$ cat src/rtl/gou_pkg.sv
// Shared types, constants and fixed-point helpers for the gradient optimizer update.
// Used by the optimizer, square root and divider modules and by the checker.
// No dependencies.
package gou_pkg;

    localparam int ENTRY_COUNT_DEF = 1024;
    localparam int INDEX_W         = 10;
    localparam int VAL_W           = 32;
    localparam int RATE_W          = 16;
    localparam int OPT_W           = 3;
    localparam int STATUS_W        = 2;
    localparam int CFG_IDX_W       = 2;
    localparam int ROW_W           = 4 * VAL_W;
    localparam int WIDE_W          = 68;
    localparam int ROOT_W          = 24;
    localparam int RADICAND_W      = 2 * ROOT_W;
    localparam int DIVISOR_W       = ROOT_W + 1;
    localparam int DIVIDEND_W      = 49;

    typedef logic signed [WIDE_W-1:0] wide_t;

    // optimizer codes
    localparam logic [OPT_W-1:0] OPT_NONE     = 3'd0;
    localparam logic [OPT_W-1:0] OPT_SGD      = 3'd1;
    localparam logic [OPT_W-1:0] OPT_MOMENTUM = 3'd2;
    localparam logic [OPT_W-1:0] OPT_NESTEROV = 3'd3;
    localparam logic [OPT_W-1:0] OPT_ADAGRAD  = 3'd4;
    localparam logic [OPT_W-1:0] OPT_RMSPROP  = 3'd5;
    localparam logic [OPT_W-1:0] OPT_ADAM     = 3'd6;
    localparam logic [OPT_W-1:0] OPT_RESERVED = 3'd7;

    // register indexes
    localparam logic [CFG_IDX_W-1:0] CFG_OPTIMIZER = 2'd0;
    localparam logic [CFG_IDX_W-1:0] CFG_LRATE     = 2'd1;
    localparam logic [CFG_IDX_W-1:0] CFG_MOMENTUM  = 2'd2;

    // status codes
    localparam logic [STATUS_W-1:0] STATUS_OK       = 2'd0;
    localparam logic [STATUS_W-1:0] STATUS_DISABLED = 2'd1;
    localparam logic [STATUS_W-1:0] STATUS_SAT      = 2'd2;
    localparam logic [STATUS_W-1:0] STATUS_UNUSED   = 2'd3;

    localparam logic [RATE_W-1:0] LRATE_RESET    = 16'd655;
    localparam logic [RATE_W-1:0] MOMENTUM_RESET = 16'd58982;

    localparam logic [RATE_W:0]        ONE_Q16        = 17'd65536;
    localparam logic signed [17:0]     BETA2_Q16      = 18'sd65470;
    localparam logic signed [8:0]      ONE_M_BETA2    = 9'sd66;

    localparam wide_t VAL_MAX = (wide_t'(1) <<< (VAL_W - 1)) - wide_t'(1);
    localparam wide_t VAL_MIN = -(wide_t'(1) <<< (VAL_W - 1));

    // round to nearest, ties toward plus infinity, drop 16 fraction bits
    function automatic wide_t rnd16(input wide_t x);
        rnd16 = (x + wide_t'(32768)) >>> 16;
    endfunction

    function automatic logic clip_val(input wide_t x);
        clip_val = (x > VAL_MAX) || (x < VAL_MIN);
    endfunction

    function automatic logic signed [VAL_W-1:0] sat_val(input wide_t x);
        wide_t y;
        y = x;
        if (x > VAL_MAX)
        begin
            y = VAL_MAX;
        end
        else if (x < VAL_MIN)
        begin
            y = VAL_MIN;
        end
        sat_val = y[VAL_W-1:0];
    endfunction

endpackage

$ cat src/rtl/gou_div.sv
// Restoring signed divider, truncating toward zero, one quotient bit per cycle.
// Depends on gou_pkg for widths.
module gou_div (
    input  logic                                     clk,
    input  logic                                     rst_n,
    input  logic                                     start,
    input  logic signed [gou_pkg::DIVIDEND_W-1:0]    dividend,
    input  logic [gou_pkg::DIVISOR_W-1:0]            divisor,
    output logic                                     done,
    output logic signed [gou_pkg::DIVIDEND_W-1:0]    quotient
);

    localparam int MAG_W = gou_pkg::DIVIDEND_W - 1;
    localparam int CNT_W = $clog2(MAG_W + 1);
    localparam int REM_W = gou_pkg::DIVISOR_W + 1;

    logic                          busy_reg;
    logic [CNT_W-1:0]              cnt_reg;
    logic                          neg_reg;
    logic [MAG_W-1:0]              mag_reg;
    logic [REM_W-1:0]              rem_reg;
    logic [gou_pkg::DIVISOR_W-1:0] dvs_reg;
    logic [REM_W-1:0]              rem_try;
    logic [gou_pkg::DIVIDEND_W-1:0] abs_in;

    assign rem_try  = {rem_reg[REM_W-2:0], mag_reg[MAG_W-1]};
    assign abs_in   = dividend[gou_pkg::DIVIDEND_W-1] ? -dividend : dividend;
    assign quotient = neg_reg ? -$signed({1'b0, mag_reg}) : $signed({1'b0, mag_reg});

    always_ff @(posedge clk or negedge rst_n)
    begin
        if (!rst_n)
        begin
            busy_reg <= 1'b0;
            done     <= 1'b0;
            cnt_reg  <= '0;
        end
        else
        begin
            done <= 1'b0;
            if (start)
            begin
                busy_reg <= 1'b1;
                cnt_reg  <= CNT_W'(MAG_W);
            end
            else if (busy_reg)
            begin
                cnt_reg <= cnt_reg - CNT_W'(1);
                if (cnt_reg == CNT_W'(1))
                begin
                    busy_reg <= 1'b0;
                    done     <= 1'b1;
                end
            end
        end
    end

    always_ff @(posedge clk)
    begin
        if (start)
        begin
            neg_reg <= dividend[gou_pkg::DIVIDEND_W-1];
            mag_reg <= abs_in[MAG_W-1:0];
            rem_reg <= '0;
            dvs_reg <= divisor;
        end
        else if (busy_reg)
        begin
            if (rem_try >= REM_W'(dvs_reg))
            begin
                rem_reg <= rem_try - REM_W'(dvs_reg);
                mag_reg <= {mag_reg[MAG_W-2:0], 1'b1};
            end
            else
            begin
                rem_reg <= rem_try;
                mag_reg <= {mag_reg[MAG_W-2:0], 1'b0};
            end
        end
    end

endmodule

$ cat config.mk
export PLATFORM = sky130hd
export DESIGN_NAME = gou_div
export DESIGN_NICKNAME = d
export VERILOG_FILES = /design/src/rtl/gou_pkg.sv /design/src/rtl/gou_div.sv
export SDC_FILE = /design/constraint.sdc
export NUM_CORES = 1
export LEC_CHECK = 0
export ABC_AREA = 1
export BUFFER_PORTS_ARGS = -buffer_cell sky130_fd_sc_hd__buf_2
export CAP_MARGIN = 40
export CELL_PAD_IN_SITES_DETAIL_PLACEMENT = 0
export CELL_PAD_IN_SITES_GLOBAL_PLACEMENT = 2
export CORE_ASPECT_RATIO = 1.5
export CORE_MARGIN = 5
export CORE_UTILIZATION = 34
export DETAILED_ROUTE_END_ITERATION = 10
export GPL_ROUTABILITY_DRIVEN = 1
export PLACE_DENSITY_LB_ADDON = 0.1
export SLEW_MARGIN = 25
export SYNTH_ARGS = -nofsm -noshare
export SYNTH_HDL_FRONTEND = slang
export SYNTH_SLANG_ARGS = --single-unit
$ cat constraint.sdc
create_clock -name clk -period 6.2 [get_ports clk]
set_clock_uncertainty 0.1 [all_clocks]
set_input_delay 0.62 -clock clk [delete_from_list [all_inputs] [get_ports clk]]
set_output_delay 0.62 -clock clk [all_outputs]
set_load 0.005 [all_outputs]
==> metrics.csv <==
stage,metric,value,unit
synthesis,post-synth top area cell,edfxtp_1,
timing,final worst path period need,3700,ps
worst_setup_path,crit path capture type,output pin,
cts,clock latency on the worst-skew pair,390,ps
finish,area used by multi-input combinational logic,5590,sq um
timing,endpoints failing setup,0,
cts,Clock transition at path regs,80,ps
place,Placer Congestion,0.915,
place,Post-Place Worst Slack,2900,ps
cts,CTS Buffer Depth,2,
timing,unrepaired setup endpoints after global routing,no,
power_and_ir_drop,Leakage Power,5.44,nW
routing,post-route antenna net violation count,0,
power_and_ir_drop,VDD IR max,156,uV
synthesis,Syn Area/Cell,6.25,sq um
cts,TritonCTS clock tree,built,
synthesis,cell count after synthesis,1537,
synthesis,Area contributors post-synth,"edfxtp_1 23%, nand2_1 20%, inv_1 9.4%, nor2_1 7.2%, nand3_1 6.4%",
routing,final wirelength,35600,um
place,port buffer count,126,
finish,Largest register FFs,48,
die,starting density of the core,34.4,%
synthesis,Ys Warns,0,
cts,Clock Sinks,107,
synthesis,number of flops mapped to enable cells by yosys,74,
finish,Final Cell Area,10900,sq um
synthesis,mapped cell area,9610,sq um
routing,initial drt markers,514,
timing,worst slew pin tran,853,ps
routing,via count,9723,
die,Die Height,216,um
die,io pins,127,
worst_setup_path,Worst setup SP type,register,
synthesis,Synth async-reset ratio,7.48,%
outcome,status,"finished, final reports clean",
synthesis,main flop type after synthesis,edfxtp_1,
flow_run,max-cap viol count,0,
synthesis,synthesized net count,1644,
timing,maximum clock rate,0.270,GHz
power_and_ir_drop,"Power, Total",3.27,mW
timing,"Period Utilization, post-route",59.7,%
timing,setup TNS,0,ps
worst_setup_path,kind of critical path,reg2out,
cts,total CTS buffers,9,
worst_setup_path,Critical Path AT,2980,ps
global_route,number of global-route vias before repair,10000,
synthesis,synth cell count leaders,"508 x nand2_1, 240 x inv_1, 184 x nor2_1",
cts,CTS Root Cell,clkbuf_16,
finish,"Area growth, synth to finish",13.4,%
routing,vias per cell,4.87,
routing,DRC,0,
routing,WL/cell,17.8,um
global_route,global-route wire length before repair,54200,um
hold_path,Hold Crit Class,in2reg,
routing,Detailed Routing Iterations Pass 1,5,
global_route,Total GRT Usage,22.4,%
finish,Antenna Cells,0,
finish,Reg area,2920,sq um
die,die area,31800,sq um
power_and_ir_drop,Pwr Density,300,nW/um^2
synthesis,#FFs+latches synth,107,
synthesis,register area share after synthesis,30.4,%
global_route,initial antenna violation count,0,
finish,nets@finish,1754,
die,die width,147,um
timing,setup ws final,2500,ps
global_route,remaining global-route overflow,0,
cts,"Setup Fix Bufs, Post-CTS",0,
place,Placed Area,10600,sq um
global_route,pin count of the biggest net entering global routing,62,
synthesis,"count leader, synth",nand2_1,
die,# rows,75,
synthesis,Yosys cell types,39,
timing,Final Max Tran Viols,0,
finish,ratio of cells with drive above 1 in the final layout,11.7,%
cts,htree depth,3,
worst_setup_path,CP Max Fanout,5,
finish,Fillers,3179,
timing,relative slew slack,42.7,%
timing,"Hold Vio Cnt, Final",0,
worst_setup_path,CP required,5480,ps
place,post-DP HPWL,28800,um
timing,smallest hold slack,299,ps
synthesis,Yosys top cell area share,23.1,%
die,core area,28000,sq um
-- report_power, final --
group          switching [mW]  internal (mW)  total [mW]
clock                   0.312          0.281       0.593
combinational            1.09          0.571        1.66
sequential              0.108          0.908        1.02
-- metrics by stage --
step                      utilization (%)  instances
after global placement               37.8       1979
after CTS                            38.9       1997
after floorplan                         -       1537
after global routing                 39.0       1998
final                                39.0       1998
after detailed placement             37.8       1980
-- layout make-up --
class	count	share of cell area (%)
tap	346	3.97
sequential	107	26.8
multi-input combinational	1145	51.3
inverter	248	8.54
clock inverter	7	0.528
clock buffer	9	2.07
timing repair buffer	136	6.75
-- cells in the final DEF (no fill, tap or decap), drive strengths merged, types with 9 or more instances in the layout --
| master | count |
|---|---|
| clkbuf | 9 |
| a21oi | 23 |
| o21ai | 85 |
| nor2 | 192 |
| buf | 135 |
| nand4 | 46 |
| xnor2 | 18 |
| nand3 | 132 |
| ha | 29 |
| edfxtp | 74 |
| nand2 | 515 |
| xor2 | 59 |
| inv | 254 |
| dfxtp | 25 |
| nor3 | 18 |
-- path summary, 6_finish.rpt --
path	slack (ps)	startpoint	cells after the start	endpoint
max	2500	mag_reg[0]	11	quotient[28]
min	300	divisor[10]	1	dvs_reg[10]
max reg2reg	3060	mag_reg[47]	10	mag_reg[0]
min reg2reg	370	rem_reg[24]	2	rem_reg[24]
max in group asynchronous	5320	rst_n	2	cnt_reg[2]
min in group asynchronous	500	rst_n	2	cnt_reg[4]
-- worst max-delay path: stages (launching register included) --
cell,delay [ps]
edfxtp_1,510
inv_1,140
ha_1,320
inv_1,100
nor2_1,320
nand3b_1,210
nor2_1,170
nand2_1,110
o21ai_2,220
a21oi_1,90
nor2_1,220
buf_2,170
-- layer usage --
layer	part of all wire (%)	global-route usage, %	vias to the layer above
met2	57	45.7	187
met5	0	0	-
li1	-	-	5089
met1	36	21.6	4380
met4	5.4	12.5	0
met3	2.1	1.68	67
-- logic make-up after synthesis --
family	share of synthesized area, %
adders and majority gates	3.98
and+or+nand+nor	40.7
DFF	30.4
buffers and inverters	11.4
AOI/OAI and AO/OA	6.44
xor gates and xnor gates	7.02
-- repair_timing --
item	in CTS	in global routing
gates resized for setup	0	0
hold buffers	1	0
hold endpoints to repair	8	0
Note: power is estimated with default switching activity, not from simulation.
