[src/rtl/gou_pkg.sv]
// Shared types, constants and fixed-point helpers for the gradient optimizer update.
// Used by the optimizer, square root and divider modules and by the checker.
// No dependencies.
package gou_pkg;

    localparam int ENTRY_COUNT_DEF = 1024;
    localparam int INDEX_W         = 10;
    localparam int VAL_W           = 32;
    localparam int RATE_W          = 16;
    localparam int OPT_W           = 3;
    localparam int STATUS_W        = 2;
    localparam int CFG_IDX_W       = 2;
    localparam int ROW_W           = 4 * VAL_W;
    localparam int WIDE_W          = 68;
    localparam int ROOT_W          = 24;
    localparam int RADICAND_W      = 2 * ROOT_W;
    localparam int DIVISOR_W       = ROOT_W + 1;
    localparam int DIVIDEND_W      = 49;

    typedef logic signed [WIDE_W-1:0] wide_t;

    // optimizer codes
    localparam logic [OPT_W-1:0] OPT_NONE     = 3'd0;
    localparam logic [OPT_W-1:0] OPT_SGD      = 3'd1;
    localparam logic [OPT_W-1:0] OPT_MOMENTUM = 3'd2;
    localparam logic [OPT_W-1:0] OPT_NESTEROV = 3'd3;
    localparam logic [OPT_W-1:0] OPT_ADAGRAD  = 3'd4;
    localparam logic [OPT_W-1:0] OPT_RMSPROP  = 3'd5;
    localparam logic [OPT_W-1:0] OPT_ADAM     = 3'd6;
    localparam logic [OPT_W-1:0] OPT_RESERVED = 3'd7;

    // register indexes
    localparam logic [CFG_IDX_W-1:0] CFG_OPTIMIZER = 2'd0;
    localparam logic [CFG_IDX_W-1:0] CFG_LRATE     = 2'd1;
    localparam logic [CFG_IDX_W-1:0] CFG_MOMENTUM  = 2'd2;

    // status codes
    localparam logic [STATUS_W-1:0] STATUS_OK       = 2'd0;
    localparam logic [STATUS_W-1:0] STATUS_DISABLED = 2'd1;
    localparam logic [STATUS_W-1:0] STATUS_SAT      = 2'd2;
    localparam logic [STATUS_W-1:0] STATUS_UNUSED   = 2'd3;

    localparam logic [RATE_W-1:0] LRATE_RESET    = 16'd655;
    localparam logic [RATE_W-1:0] MOMENTUM_RESET = 16'd58982;

    localparam logic [RATE_W:0]        ONE_Q16        = 17'd65536;
    localparam logic signed [17:0]     BETA2_Q16      = 18'sd65470;
    localparam logic signed [8:0]      ONE_M_BETA2    = 9'sd66;

    localparam wide_t VAL_MAX = (wide_t'(1) <<< (VAL_W - 1)) - wide_t'(1);
    localparam wide_t VAL_MIN = -(wide_t'(1) <<< (VAL_W - 1));

    // round to nearest, ties toward plus infinity, drop 16 fraction bits
    function automatic wide_t rnd16(input wide_t x);
        rnd16 = (x + wide_t'(32768)) >>> 16;
    endfunction

    function automatic logic clip_val(input wide_t x);
        clip_val = (x > VAL_MAX) || (x < VAL_MIN);
    endfunction

    function automatic logic signed [VAL_W-1:0] sat_val(input wide_t x);
        wide_t y;
        y = x;
        if (x > VAL_MAX)
        begin
            y = VAL_MAX;
        end
        else if (x < VAL_MIN)
        begin
            y = VAL_MIN;
        end
        sat_val = y[VAL_W-1:0];
    endfunction

endpackage

[src/rtl/gou_isqrt.sv]
// Digit-by-digit integer square root, one result bit per cycle.
// Depends on gou_pkg for widths.
module gou_isqrt (
    input  logic                                 clk,
    input  logic                                 rst_n,
    input  logic                                 start,
    input  logic [gou_pkg::RADICAND_W-1:0]       radicand,
    output logic                                 done,
    output logic [gou_pkg::ROOT_W-1:0]           root
);

    localparam int CNT_W = $clog2(gou_pkg::ROOT_W + 1);
    localparam int REM_W = gou_pkg::ROOT_W + 3;

    logic                               busy_reg;
    logic [CNT_W-1:0]                   cnt_reg;
    logic [gou_pkg::RADICAND_W-1:0]     rad_reg;
    logic [REM_W-1:0]                   rem_reg;
    logic [REM_W-1:0]                   rem_try;
    logic [REM_W-1:0]                   trial;

    assign rem_try = {rem_reg[REM_W-3:0], rad_reg[gou_pkg::RADICAND_W-1 -: 2]};
    assign trial   = REM_W'({root, 2'b01});

    always_ff @(posedge clk or negedge rst_n)
    begin
        if (!rst_n)
        begin
            busy_reg <= 1'b0;
            done     <= 1'b0;
            cnt_reg  <= '0;
        end
        else
        begin
            done <= 1'b0;
            if (start)
            begin
                busy_reg <= 1'b1;
                cnt_reg  <= CNT_W'(gou_pkg::ROOT_W);
            end
            else if (busy_reg)
            begin
                cnt_reg <= cnt_reg - CNT_W'(1);
                if (cnt_reg == CNT_W'(1))
                begin
                    busy_reg <= 1'b0;
                    done     <= 1'b1;
                end
            end
        end
    end

    always_ff @(posedge clk)
    begin
        if (start)
        begin
            rad_reg <= radicand;
            rem_reg <= '0;
            root    <= '0;
        end
        else if (busy_reg)
        begin
            rad_reg <= {rad_reg[gou_pkg::RADICAND_W-3:0], 2'b00};
            if (rem_try >= trial)
            begin
                rem_reg <= rem_try - trial;
                root    <= {root[gou_pkg::ROOT_W-2:0], 1'b1};
            end
            else
            begin
                rem_reg <= rem_try;
                root    <= {root[gou_pkg::ROOT_W-2:0], 1'b0};
            end
        end
    end

endmodule

[config.mk]
export PLATFORM = sky130hd
export DESIGN_NAME = gou_isqrt
export DESIGN_NICKNAME = d
export VERILOG_FILES = /design/src/rtl/gou_pkg.sv /design/src/rtl/gou_isqrt.sv
export SDC_FILE = /design/constraint.sdc
export NUM_CORES = 1
export LEC_CHECK = 0
export BUFFER_PORTS_ARGS = -buffer_cell sky130_fd_sc_hd__buf_2
export CAP_MARGIN = 20
export CORE_MARGIN = 5
export CORE_UTILIZATION = 35
export CTS_BUF_LIST = sky130_fd_sc_hd__clkbuf_16
export CTS_CLUSTER_SIZE = 10
export DETAILED_ROUTE_END_ITERATION = 16
export HOLD_SLACK_MARGIN = 0.06
export PLACE_DENSITY_LB_ADDON = 0.15
export REMOVE_ABC_BUFFERS = 1
export SLEW_MARGIN = 25
export SYNTH_ARGS = -nofsm -noshare
export SYNTH_HDL_FRONTEND = slang
export SYNTH_SLANG_ARGS = --single-unit
[constraint.sdc]
create_clock -name clk -period 5.2 [get_ports clk]
set_clock_uncertainty 0.15 [all_clocks]
set_input_delay 0.52 -clock clk [delete_from_list [all_inputs] [get_ports clk]]
set_output_delay 0.52 -clock clk [all_outputs]
set_load 0.05 [all_outputs]
==> results.py, run 1 <==
metrics = {
    "finish": {
        "fin_util_pct": 40.73,
        "final_cell_mix": "buf_2 (74), nor2_1 (58), nand2_1 (55)",
        "nNetsFinal": 687,
        "fin_area_um2": 6494,
        "diodes": 0,
        "syn_to_final_growth_pct": 13.84,
        "final_common_cell": "buf_2",
        "final_cell_count_no_fill": 829,
        "drive_above_1_share_pct": 24.63,
        "largest_reg_flops": 48,
    },
    "setup_path": {
        "crit_required_ps": 5320,
        "endpoint_kind": "flip-flop",
        "slowest_stage": "o21ai_4",
        "cp_max_fo": 22,
        "slowest_delay_ps": 540,
        "path_cells": "inv_1 -> ha_1 -> o21a_1 -> o211ai_2 -> a211o_1 -> nand4b_1 -> a21oi_2 -> o21ai_4 -> o311ai_0 -> a311oi_2",
        "worstSetupStartpointType": "flip-flop",
        "rr_startpoint": "root[4]$_SDFFE_PP0P_",
        "worstSetupPathType": "flip-flop to flip-flop",
        "cp-startpoint": "root[4]$_SDFFE_PP0P_",
        "arrival_ps": 3180,
    },
    "die": {
        "rows": 46,
        "core_um2": 15940,
        "initial_core_util_pct": 35.78,
        "die_h_um": 137.7,
        "dieArea_um2": 18950,
        "num_io_pins": 76,
        "die_x_um": 137.7,
    },
    "timing": {
        "worstMarginPinSlew_ps": 984.2,
        "layout_worst_path_cycle_share_pct": 58.92,
        "min_period_ps": 3064,
        "maxSlewViolCount": 0,
        "slew_headroom_pct": 34.39,
        "setup_tns_ps": 0,
        "rsz0062_at_grt": "false",
        "hold_violations": 0,
        "setup_viol": 0,
        "max_freq_mhz": 326.4,
        "worst_slack_ps": 2136,
    },
    "clocking": {
        "insertion_delay_ps": 350,
        "path_clk_slew_ps": 70,
        "cts_tree": "done",
        "root_buffer": "clkbuf_16",
        "cts.sinks": 104,
        "cts_buffers": 9,
        "cts_buffer_depth": 2,
        "htree_levels": 3,
    },
    "detailed_routing": {
        "ant_nets": 0,
        "drt_pass1_iterations": 4,
        "vias_per_cell": 4.964,
        "drt_wl_total_um": 12150,
        "post_drt_wl_per_cell_um": 14.66,
        "drtIter0Drc": 264,
        "vias": 4115,
        "drc": 0,
    },
    "synth": {
        "synth-async-reset-ratio_pct": 6.731,
        "synth_ff_type": "dfxtp_1",
        "synthCells": 552,
        "synth.area.top_cells": "edfxtp_1 (25%), dfxtp_1 (17%), mux2_2 (9.1%), ha_1 (6.1%), mux2i_1 (4.6%)",
        "yosys_warnings": 0,
        "synth_largest_area_cell": "edfxtp_1",
        "synth_edf_count": 48,
        "synth_seq_cells": 104,
        "synth_area_per_cell_um2": 10.33,
        "netlist_area_um2": 5704,
        "synth_top_area_share_pct": 25.27,
        "synth_cell_type_count": 60,
        "seq_area_frac_synth_pct": 45.54,
    },
    "grt": {
        "grt_pass1_wl_um": 20620,
        "grt_pass1_vias": 4120,
        "grt_util_all_layers_pct": 13.58,
        "overflow": 0,
        "antenna_found_initial": 0,
        "grt_start_max_net_pins": 79,
    },
    "min_path": {
        "holdCritPathClass": "input pin to flip-flop",
        "hp-start": "radicand[0]",
    },
    "outcome": {
        "outcome": "complete, no violations",
    },
    "placement": {
        "dp_slack_ps": 1803,
        "dp_hpwl_um": 8435,
        "gp_congestion": 0.8894,
        "dp.cells": 812,
        "dpl-instance-area_um2": 6207,
        "port_buffers": 75,
    },
    "pwr": {
        "peakVddDrop_mv": 0.2280,
        "p_per_area_nw_per_um2": 499.4,
        "cellLeakagePower_nw": 2.850,
    },
    "job": {
        "drv_cap": 0,
    },
}
==> worst paths after layout <==
kind                                                  to  slack [ps]  depth (start not counted)
worst max-delay path            rem_reg[10]$_SDFFE_PP0P_        2140                         10
worst min-delay path            rad_reg[0]$_SDFFCE_PN0P_         300                          2
worst max register to register  rem_reg[10]$_SDFFE_PP0P_        2140                         10
worst min register to register   rem_reg[0]$_SDFFE_PP0P_         340                          2
max in group asynchronous             busy_reg$_DFF_PN0_        4350                          2
min in group asynchronous                 done$_DFF_PN0_         380                          2
==> area by class of cell <==
| class | count | area (µm²) |
|---|---|---|
| fillers | 1616 | 9449 |
| multi-input cells | 383 | 2833 |
| flip-flops and latches | 104 | 2599 |
| repair buffers | 78 | 402.9 |
| well taps | 216 | 270.3 |
| clock buffers | 9 | 225.2 |
| inverters | 32 | 120.1 |
| clock inverters | 7 | 43.79 |
==> cells by family after synthesis <==
| group | count (synthesis) | synth area share [%] |
|---|---|---|
| AOI/OAI and AO/OA | 100 | 13.38 |
| DFF | 104 | 45.54 |
| muxes | 73 | 13.91 |
| adders and majority gates | 28 | 6.142 |
| xor gates and xnor gates | 25 | 3.839 |
| buffers and inverters | 65 | 4.935 |
| and+or+nand+nor | 157 | 12.26 |
==> stage by stage <==
stage	hold slack (ps)	power, mW
after floorplan	74.41	2.270
after global placement	208.9	2.611
after detailed placement	212.9	2.621
after CTS	280.5	3.274
after global routing	293.8	3.513
final	296.1	3.243
==> per-layer routing <==
layer  GRT usage, %  routed length, µm
met5              0                  0
met4          3.049                134
met3          5.990                925
met2          20.47               5368
met1          17.97               5725
==> where the power goes <==
part           switching (mW)  internal, mW  leakage, nW  total, mW
clock                   0.311         0.322        0.132      0.632
sequential             0.0777         0.983        0.993       1.06
combinational           0.877         0.672         1.73       1.55
total                    1.27          1.98         2.85       3.24
==> synth_stat cells (10+ instances only) <==
cell type  number
xor2_1         10
inv_1          32
mux2_2         46
o21ai_0        14
a311oi_1       11
a21o_1         12
nor2_1         58
a21oi_1        15
clkbuf_1       18
dfxtp_1        49
xnor2_1        15
nand2_1        55
edfxtp_1       48
mux2i_1        26
ha_1           28
==> timing repair <==
item / 4_1_cts / 5_1_grt
hold endpoints to repair: 7 / 0
gates resized for setup: 0 / 0
setup buffers: 0 / 0
hold buffers: 1 / 0
==> critical path, delay by kind of cell, from the launching register on <==
kind,cells,cell delay [ps]
fa+ha+maj,1,410
compound gates,7,1840
simple gates,1,120
buf+inv,1,60
flops,1,390
No activity file was read; power rests on OpenSTA's default activity.
==> run 2, diff against run 1 <==
Clock period 5.2 ns to 2.8 ns, I/O delays scaled along.
==> results.py, run 2 (synthesis gave the netlist of run 1 again) <==
metrics = {
    "outcome": {
        "outcome": "complete, no violations",
    },
    "detailed_routing": {
        "drtIter0Drc": 208,
        "ant_nets": 0,
        "vias": 4341,
        "drt_wl_total_um": 12510,
        "vias_per_cell": 4.922,
        "drc": 0,
        "drt_pass1_iterations": 5,
        "post_drt_wl_per_cell_um": 14.18,
    },
    "setup_path": {
        "cp-startpoint": "root[0]$_SDFFE_PP0P_",
        "rr_startpoint": "root[0]$_SDFFE_PP0P_",
        "arrival_ps": 2790,
        "crit_required_ps": 2900,
        "r2r_cells": 11,
        "endpoint_kind": "flip-flop",
        "timing.rr.end": "rem_reg[20]$_SDFFE_PP0P_",
        "worstSetupPathType": "flip-flop to flip-flop",
        "cp_max_fo": 5,
        "cp-endpoint": "rem_reg[20]$_SDFFE_PP0P_",
        "rrSetupSlack_ps": 110,
        "worstSetupStartpointType": "flip-flop",
    },
    "die": {
        "die_x_um": 137.7,
        "core_um2": 15940,
        "dieArea_um2": 18950,
        "initial_core_util_pct": 35.78,
        "die_h_um": 137.7,
        "num_io_pins": 76,
        "rows": 46,
    },
    "timing": {
        "slew_headroom_pct": 68.43,
        "max_freq_mhz": 371.8,
        "setup_tns_ps": 0,
        "maxSlewViolCount": 0,
        "layout_worst_path_cycle_share_pct": 96.05,
        "worstMarginPinSlew_ps": 471.8,
        "min_period_ps": 2689,
        "worst_slack_ps": 110.6,
        "hold_violations": 0,
        "hold_ws_ps": 76.12,
        "setup_viol": 0,
    },
    "pwr": {
        "cellLeakagePower_nw": 3.145,
        "peakVddDrop_mv": 0.4680,
        "p_per_area_nw_per_um2": 943.9,
    },
    "finish": {
        "nNetsFinal": 740,
        "diodes": 0,
        "final_cell_mix": "buf_2 (74), nor2_1 (57), nand2_1 (55)",
        "nFillCells": 1550,
        "final_cell_count_no_fill": 882,
        "final_common_cell": "buf_2",
        "largest_reg_flops": 48,
        "syn_to_final_growth_pct": 25.53,
        "multi_input_area_um2": 2957,
        "seq_area_um2": 2601,
        "fin_util_pct": 44.91,
        "drive_above_1_share_pct": 31.23,
    },
    "clocking": {
        "htree_levels": 3,
        "root_buffer": "clkbuf_16",
        "cts_buffer_depth": 2,
        "cts.sinks": 104,
        "cts_buffers": 9,
        "insertion_delay_ps": 360,
        "path_clk_slew_ps": 70,
        "cts_tree": "done",
    },
    "placement": {
        "dp_slack_ps": -45.93,
        "dp.cells": 837,
        "port_buffers": 75,
        "dp_hpwl_um": 8898,
        "gp_congestion": 0.8184,
    },
    "grt": {
        "grt_pass1_vias": 4324,
        "antenna_found_initial": 0,
        "overflow": 0,
        "grt_util_all_layers_pct": 13.62,
        "grt_start_max_net_pins": 79,
        "grt_pass1_wl_um": 20770,
    },
    "min_path": {
        "holdCritPathClass": "input pin to flip-flop",
        "hp-start": "radicand[9]",
    },
    "job": {
        "drv_cap": 0,
    },
}
-- run 2: repair_timing --
item,4_1_cts,5_1_grt
hold buffers,24,0
pin swaps,1,7
endpoints found under the setup margin,19,23
hold endpoints to repair,30,0
gates resized for setup,2,29
buffers inserted,1,4
-- run 2: routing by layer --
layer  track usage (%)  wire length, µm
met1             17.16             5772
met2             22.13             5838
met3             4.456              718
met4             4.268              176
met5                 0                0
-- run 2: final cells by class --
type / count / area share, %
Sequential cell: 104 / 36.33
Clock buffer: 9 / 3.145
Inverter: 32 / 1.677
Timing Repair Buffer: 131 / 12.74
Clock inverter: 7 / 1.048
Tap cell: 216 / 3.774
Multi-Input combinational cell: 383 / 41.29
-- run 2: worst min-delay path by stage --
| stage | endpoint | slack (ps) | cells after the start |
|---|---|---|---|
| 5_1_grt | rad_reg[9]$_DFFE_PP_ | 60 | 2 |
| 2_1_floorplan | busy_reg$_DFF_PN0_ | -170 | 0 |
| 3_3_place_gp | done$_DFF_PN0_ | -30 | 1 |
| 6_report | rad_reg[9]$_DFFE_PP_ | 80 | 2 |
| 3_5_place_dp | cnt_reg[2]$_DFFE_PN0P_ | -30 | 1 |
| 4_1_cts | rad_reg[18]$_DFFE_PP_ | 60 | 2 |
-- run 2: critical path: stages (launching register included) --
cell	delay, ps
dfxtp_2	350
inv_1	70
ha_4	280
o21a_1	140
o211ai_1	170
a211o_1	360
nand4b_1	150
a21oi_4	90
o21a_4	250
buf_4	160
a41o_1	230
a31o_1	180
-- run 2: power breakdown --
part	leakage, nW	internal, mW	switching [mW]
Sequential	0.993	1.83	0.148
Clock	0.147	0.702	0.594
Combinational	2.00	1.67	1.81
-- run 2: metrics by stage --
stage	instance area [µm²]	power, mW
finish	7161	6.759
floorplan	5543	4.217
global placement	6445	5.080
global route	7161	7.240
CTS	6998	6.516
detailed placement	6445	5.102
==> run 3, diff against run 2 <==
Clock period 2.8 ns to 2.7 ns, I/O delays scaled along.
==> results.py, run 3 (synthesis gave the netlist of run 1 again) <==
metrics = {
    "setup_path": {
        "crit_buf_inv": 2,
        "rrSetupSlack_ps": 100,
        "slowest_delay_ps": 330,
        "rr_startpoint": "root[9]$_SDFFE_PP0P_",
        "timing.rr.end": "rem_reg[2]$_SDFFE_PP0P_",
        "worstSetupStartpointType": "flip-flop",
        "arrival_ps": 2720,
        "slowest_stage": "dfxtp_1",
        "worstSetupPathType": "flip-flop to flip-flop",
        "critPathTopFamily": "compound AO/OA/AOI/OAI gates",
        "crit_required_ps": 2810,
        "cp_max_fo": 8,
        "path_cells": "inv_1 -> ha_4 -> and3_4 -> nand4_1 -> a211o_1 -> nand4b_1 -> a21oi_4 -> o21ai_4 -> buf_6 -> nand2_1 -> a311oi_2",
        "endpoint_kind": "flip-flop",
        "r2r_cells": 11,
    },
    "timing": {
        "hold_violations": 0,
        "maxSlewViolCount": 0,
        "setup_viol": 0,
        "layout_worst_path_cycle_share_pct": 96.39,
        "slew_headroom_pct": 64.53,
        "max_freq_mhz": 384.2,
        "worstMarginPinSlew_ps": 525.4,
        "min_period_ps": 2602,
    },
    "clocking": {
        "cts_buffers": 9,
        "cts_buffer_depth": 2,
        "htree_levels": 3,
        "path_clk_slew_ps": 80,
        "cts.sinks": 104,
        "cts_tree": "done",
        "root_buffer": "clkbuf_16",
        "insertion_delay_ps": 360,
    },
    "finish": {
        "fin_util_pct": 48.67,
        "final_cell_mix": "buf_2 (74), nor2_1 (57), nand2_1 (53)",
        "diodes": 0,
        "final_cell_count_no_fill": 929,
        "largest_reg_flops": 48,
        "syn_to_final_growth_pct": 36.02,
        "nNetsFinal": 788,
        "final_common_cell": "buf_2",
        "nFillCells": 1520,
        "drive_above_1_share_pct": 36.04,
    },
    "pwr": {
        "p_total_mw": 7.599,
        "p_clk_share_pct": 17.9,
        "pwr-share-comb_pct": 54.9,
        "p_int_mw": 4.724,
        "p_per_area_nw_per_um2": 979.4,
        "seqPwrFrac_pct": 27.2,
        "switching_share_pct": 37.84,
        "peakVddDrop_mv": 0.5125,
        "power_switching_mw": 2.876,
        "cellLeakagePower_nw": 3.396,
    },
    "die": {
        "core_um2": 15940,
        "rows": 46,
        "initial_core_util_pct": 35.78,
        "die_x_um": 137.7,
        "die_h_um": 137.7,
        "num_io_pins": 76,
        "dieArea_um2": 18950,
    },
    "grt": {
        "grt_util_met1_pct": 18.14,
        "use_met3_pct": 4.931,
        "antenna_found_initial": 0,
        "overflow": 0,
        "grt_pass1_vias": 4581,
        "met2_usage_pct": 24.13,
        "grt_start_max_net_pins": 79,
        "grt_util_all_layers_pct": 14.54,
        "busiest_layer": "met2",
        "grt_pass1_wl_um": 22000,
    },
    "detailed_routing": {
        "vias": 4582,
        "drt_pass1_iterations": 4,
        "post_drt_wl_per_cell_um": 14.63,
        "drc": 0,
        "ant_nets": 0,
        "drtIter0Drc": 190,
        "vias_per_cell": 4.932,
        "drt_wl_total_um": 13590,
    },
    "placement": {
        "dp_hpwl_um": 9167,
        "dp.cells": 855,
        "port_buffers": 75,
        "gp_congestion": 0.8380,
    },
    "min_path": {
        "hp-start": "radicand[44]",
        "whs_path_depth": 2,
        "min_to": "rad_reg[44]$_DFFE_PP_",
        "holdCritPathClass": "input pin to flip-flop",
    },
    "outcome": {
        "outcome": "complete, no violations",
    },
    "job": {
        "drv_cap": 0,
    },
}
==> run 3: changes by cell type in the layout (fill, tap and decap cells not counted), sizes merged <==
cell / change
o21a: +1
dlygate4sd3: +19
buf: +27
clkinv: -1
clkbuf: +1
==> run 3: worst max-delay path by stage <==
stage                                      from                        to  slack [ps]  cells past startpoint
after floorplan              busy_reg$_DFF_PN0_  rad_reg[0]$_SDFFCE_PN0P_       -1030                      2
after global placement     root[7]$_SDFFE_PP0P_  rem_reg[18]$_SDFFE_PP0P_         -80                     11
after detailed placement   root[7]$_SDFFE_PP0P_  rem_reg[18]$_SDFFE_PP0P_        -130                     11
after CTS                  root[2]$_SDFFE_PP0P_   rem_reg[1]$_SDFFE_PP0P_           4                     10
after global routing      root[11]$_SDFFE_PP0P_   rem_reg[2]$_SDFFE_PP0P_         -20                     11
final                      root[9]$_SDFFE_PP0P_   rem_reg[2]$_SDFFE_PP0P_         100                     11
==> run 3: final cells by class <==
| cell class | instances | area (µm²) | area share (%) |
|---|---|---|---|
| clock buffers | 9 | 225.2 | 2.903 |
| clock inverters | 6 | 76.32 | 0.9837 |
| inverters | 32 | 120.1 | 1.548 |
| multi-input cells | 384 | 3114 | 40.14 |
| flip-flops and latches | 104 | 2611 | 33.66 |
| well taps | 216 | 270.3 | 3.483 |
| repair buffers | 178 | 1341 | 17.29 |
==> run 3: timing repair <==
item,CTS,global route
cloned,0,2
endpoints found under the hold margin,49,0
pin swaps,3,23
hold buffers,43,0
resized for setup,9,53
setup buffers,2,12
setup endpoints to repair,21,23
==> run 3: worst reg2reg max path: cells and delay by family, from the launching register on <==
family,cells,cell delay [ps]
AO/OA/AOI/OAI,4,960
AND/OR/NAND/NOR,4,530
adder cells (fa/ha/maj),1,290
flip-flops,1,330
buffers and inverters,2,250
==> run 3: power by group through the flow <==
stage | combinational [mW] | sequential [mW] | clock, mW
5_1_grt | 4.57 | 2.09 | 1.47
6_report | 4.17 | 2.07 | 1.36
2_1_floorplan | 2.29 | 2.08 | 0
3_3_place_gp | 3.32 | 2.07 | 0
3_5_place_dp | 3.35 | 2.07 | 0
4_1_cts | 3.56 | 2.03 | 1.41
==> run 3: per-layer routing <==
| metal | share of wire, % | wire length [µm] |
|---|---|---|
| met1 | 45 | 6129 |
| met4 | 1.3 | 171 |
| met5 | 0 | 0 |
| met2 | 48 | 6542 |
| met3 | 5.5 | 745 |
==> run 3: metrics by stage <==
step           cell area, µm²  hold slack [ps]  TNS, ps  setup WS, ps
2_1_floorplan            5543           -175.6   -55590         -1034
3_3_place_gp             6580           -41.42   -566.4        -75.51
3_5_place_dp             6580           -38.43    -1610        -128.1
4_1_cts                  7370            60.39        0         4.008
5_1_grt                  7759            62.65   -67.90        -18.89
6_report                 7759            71.82        0         97.51
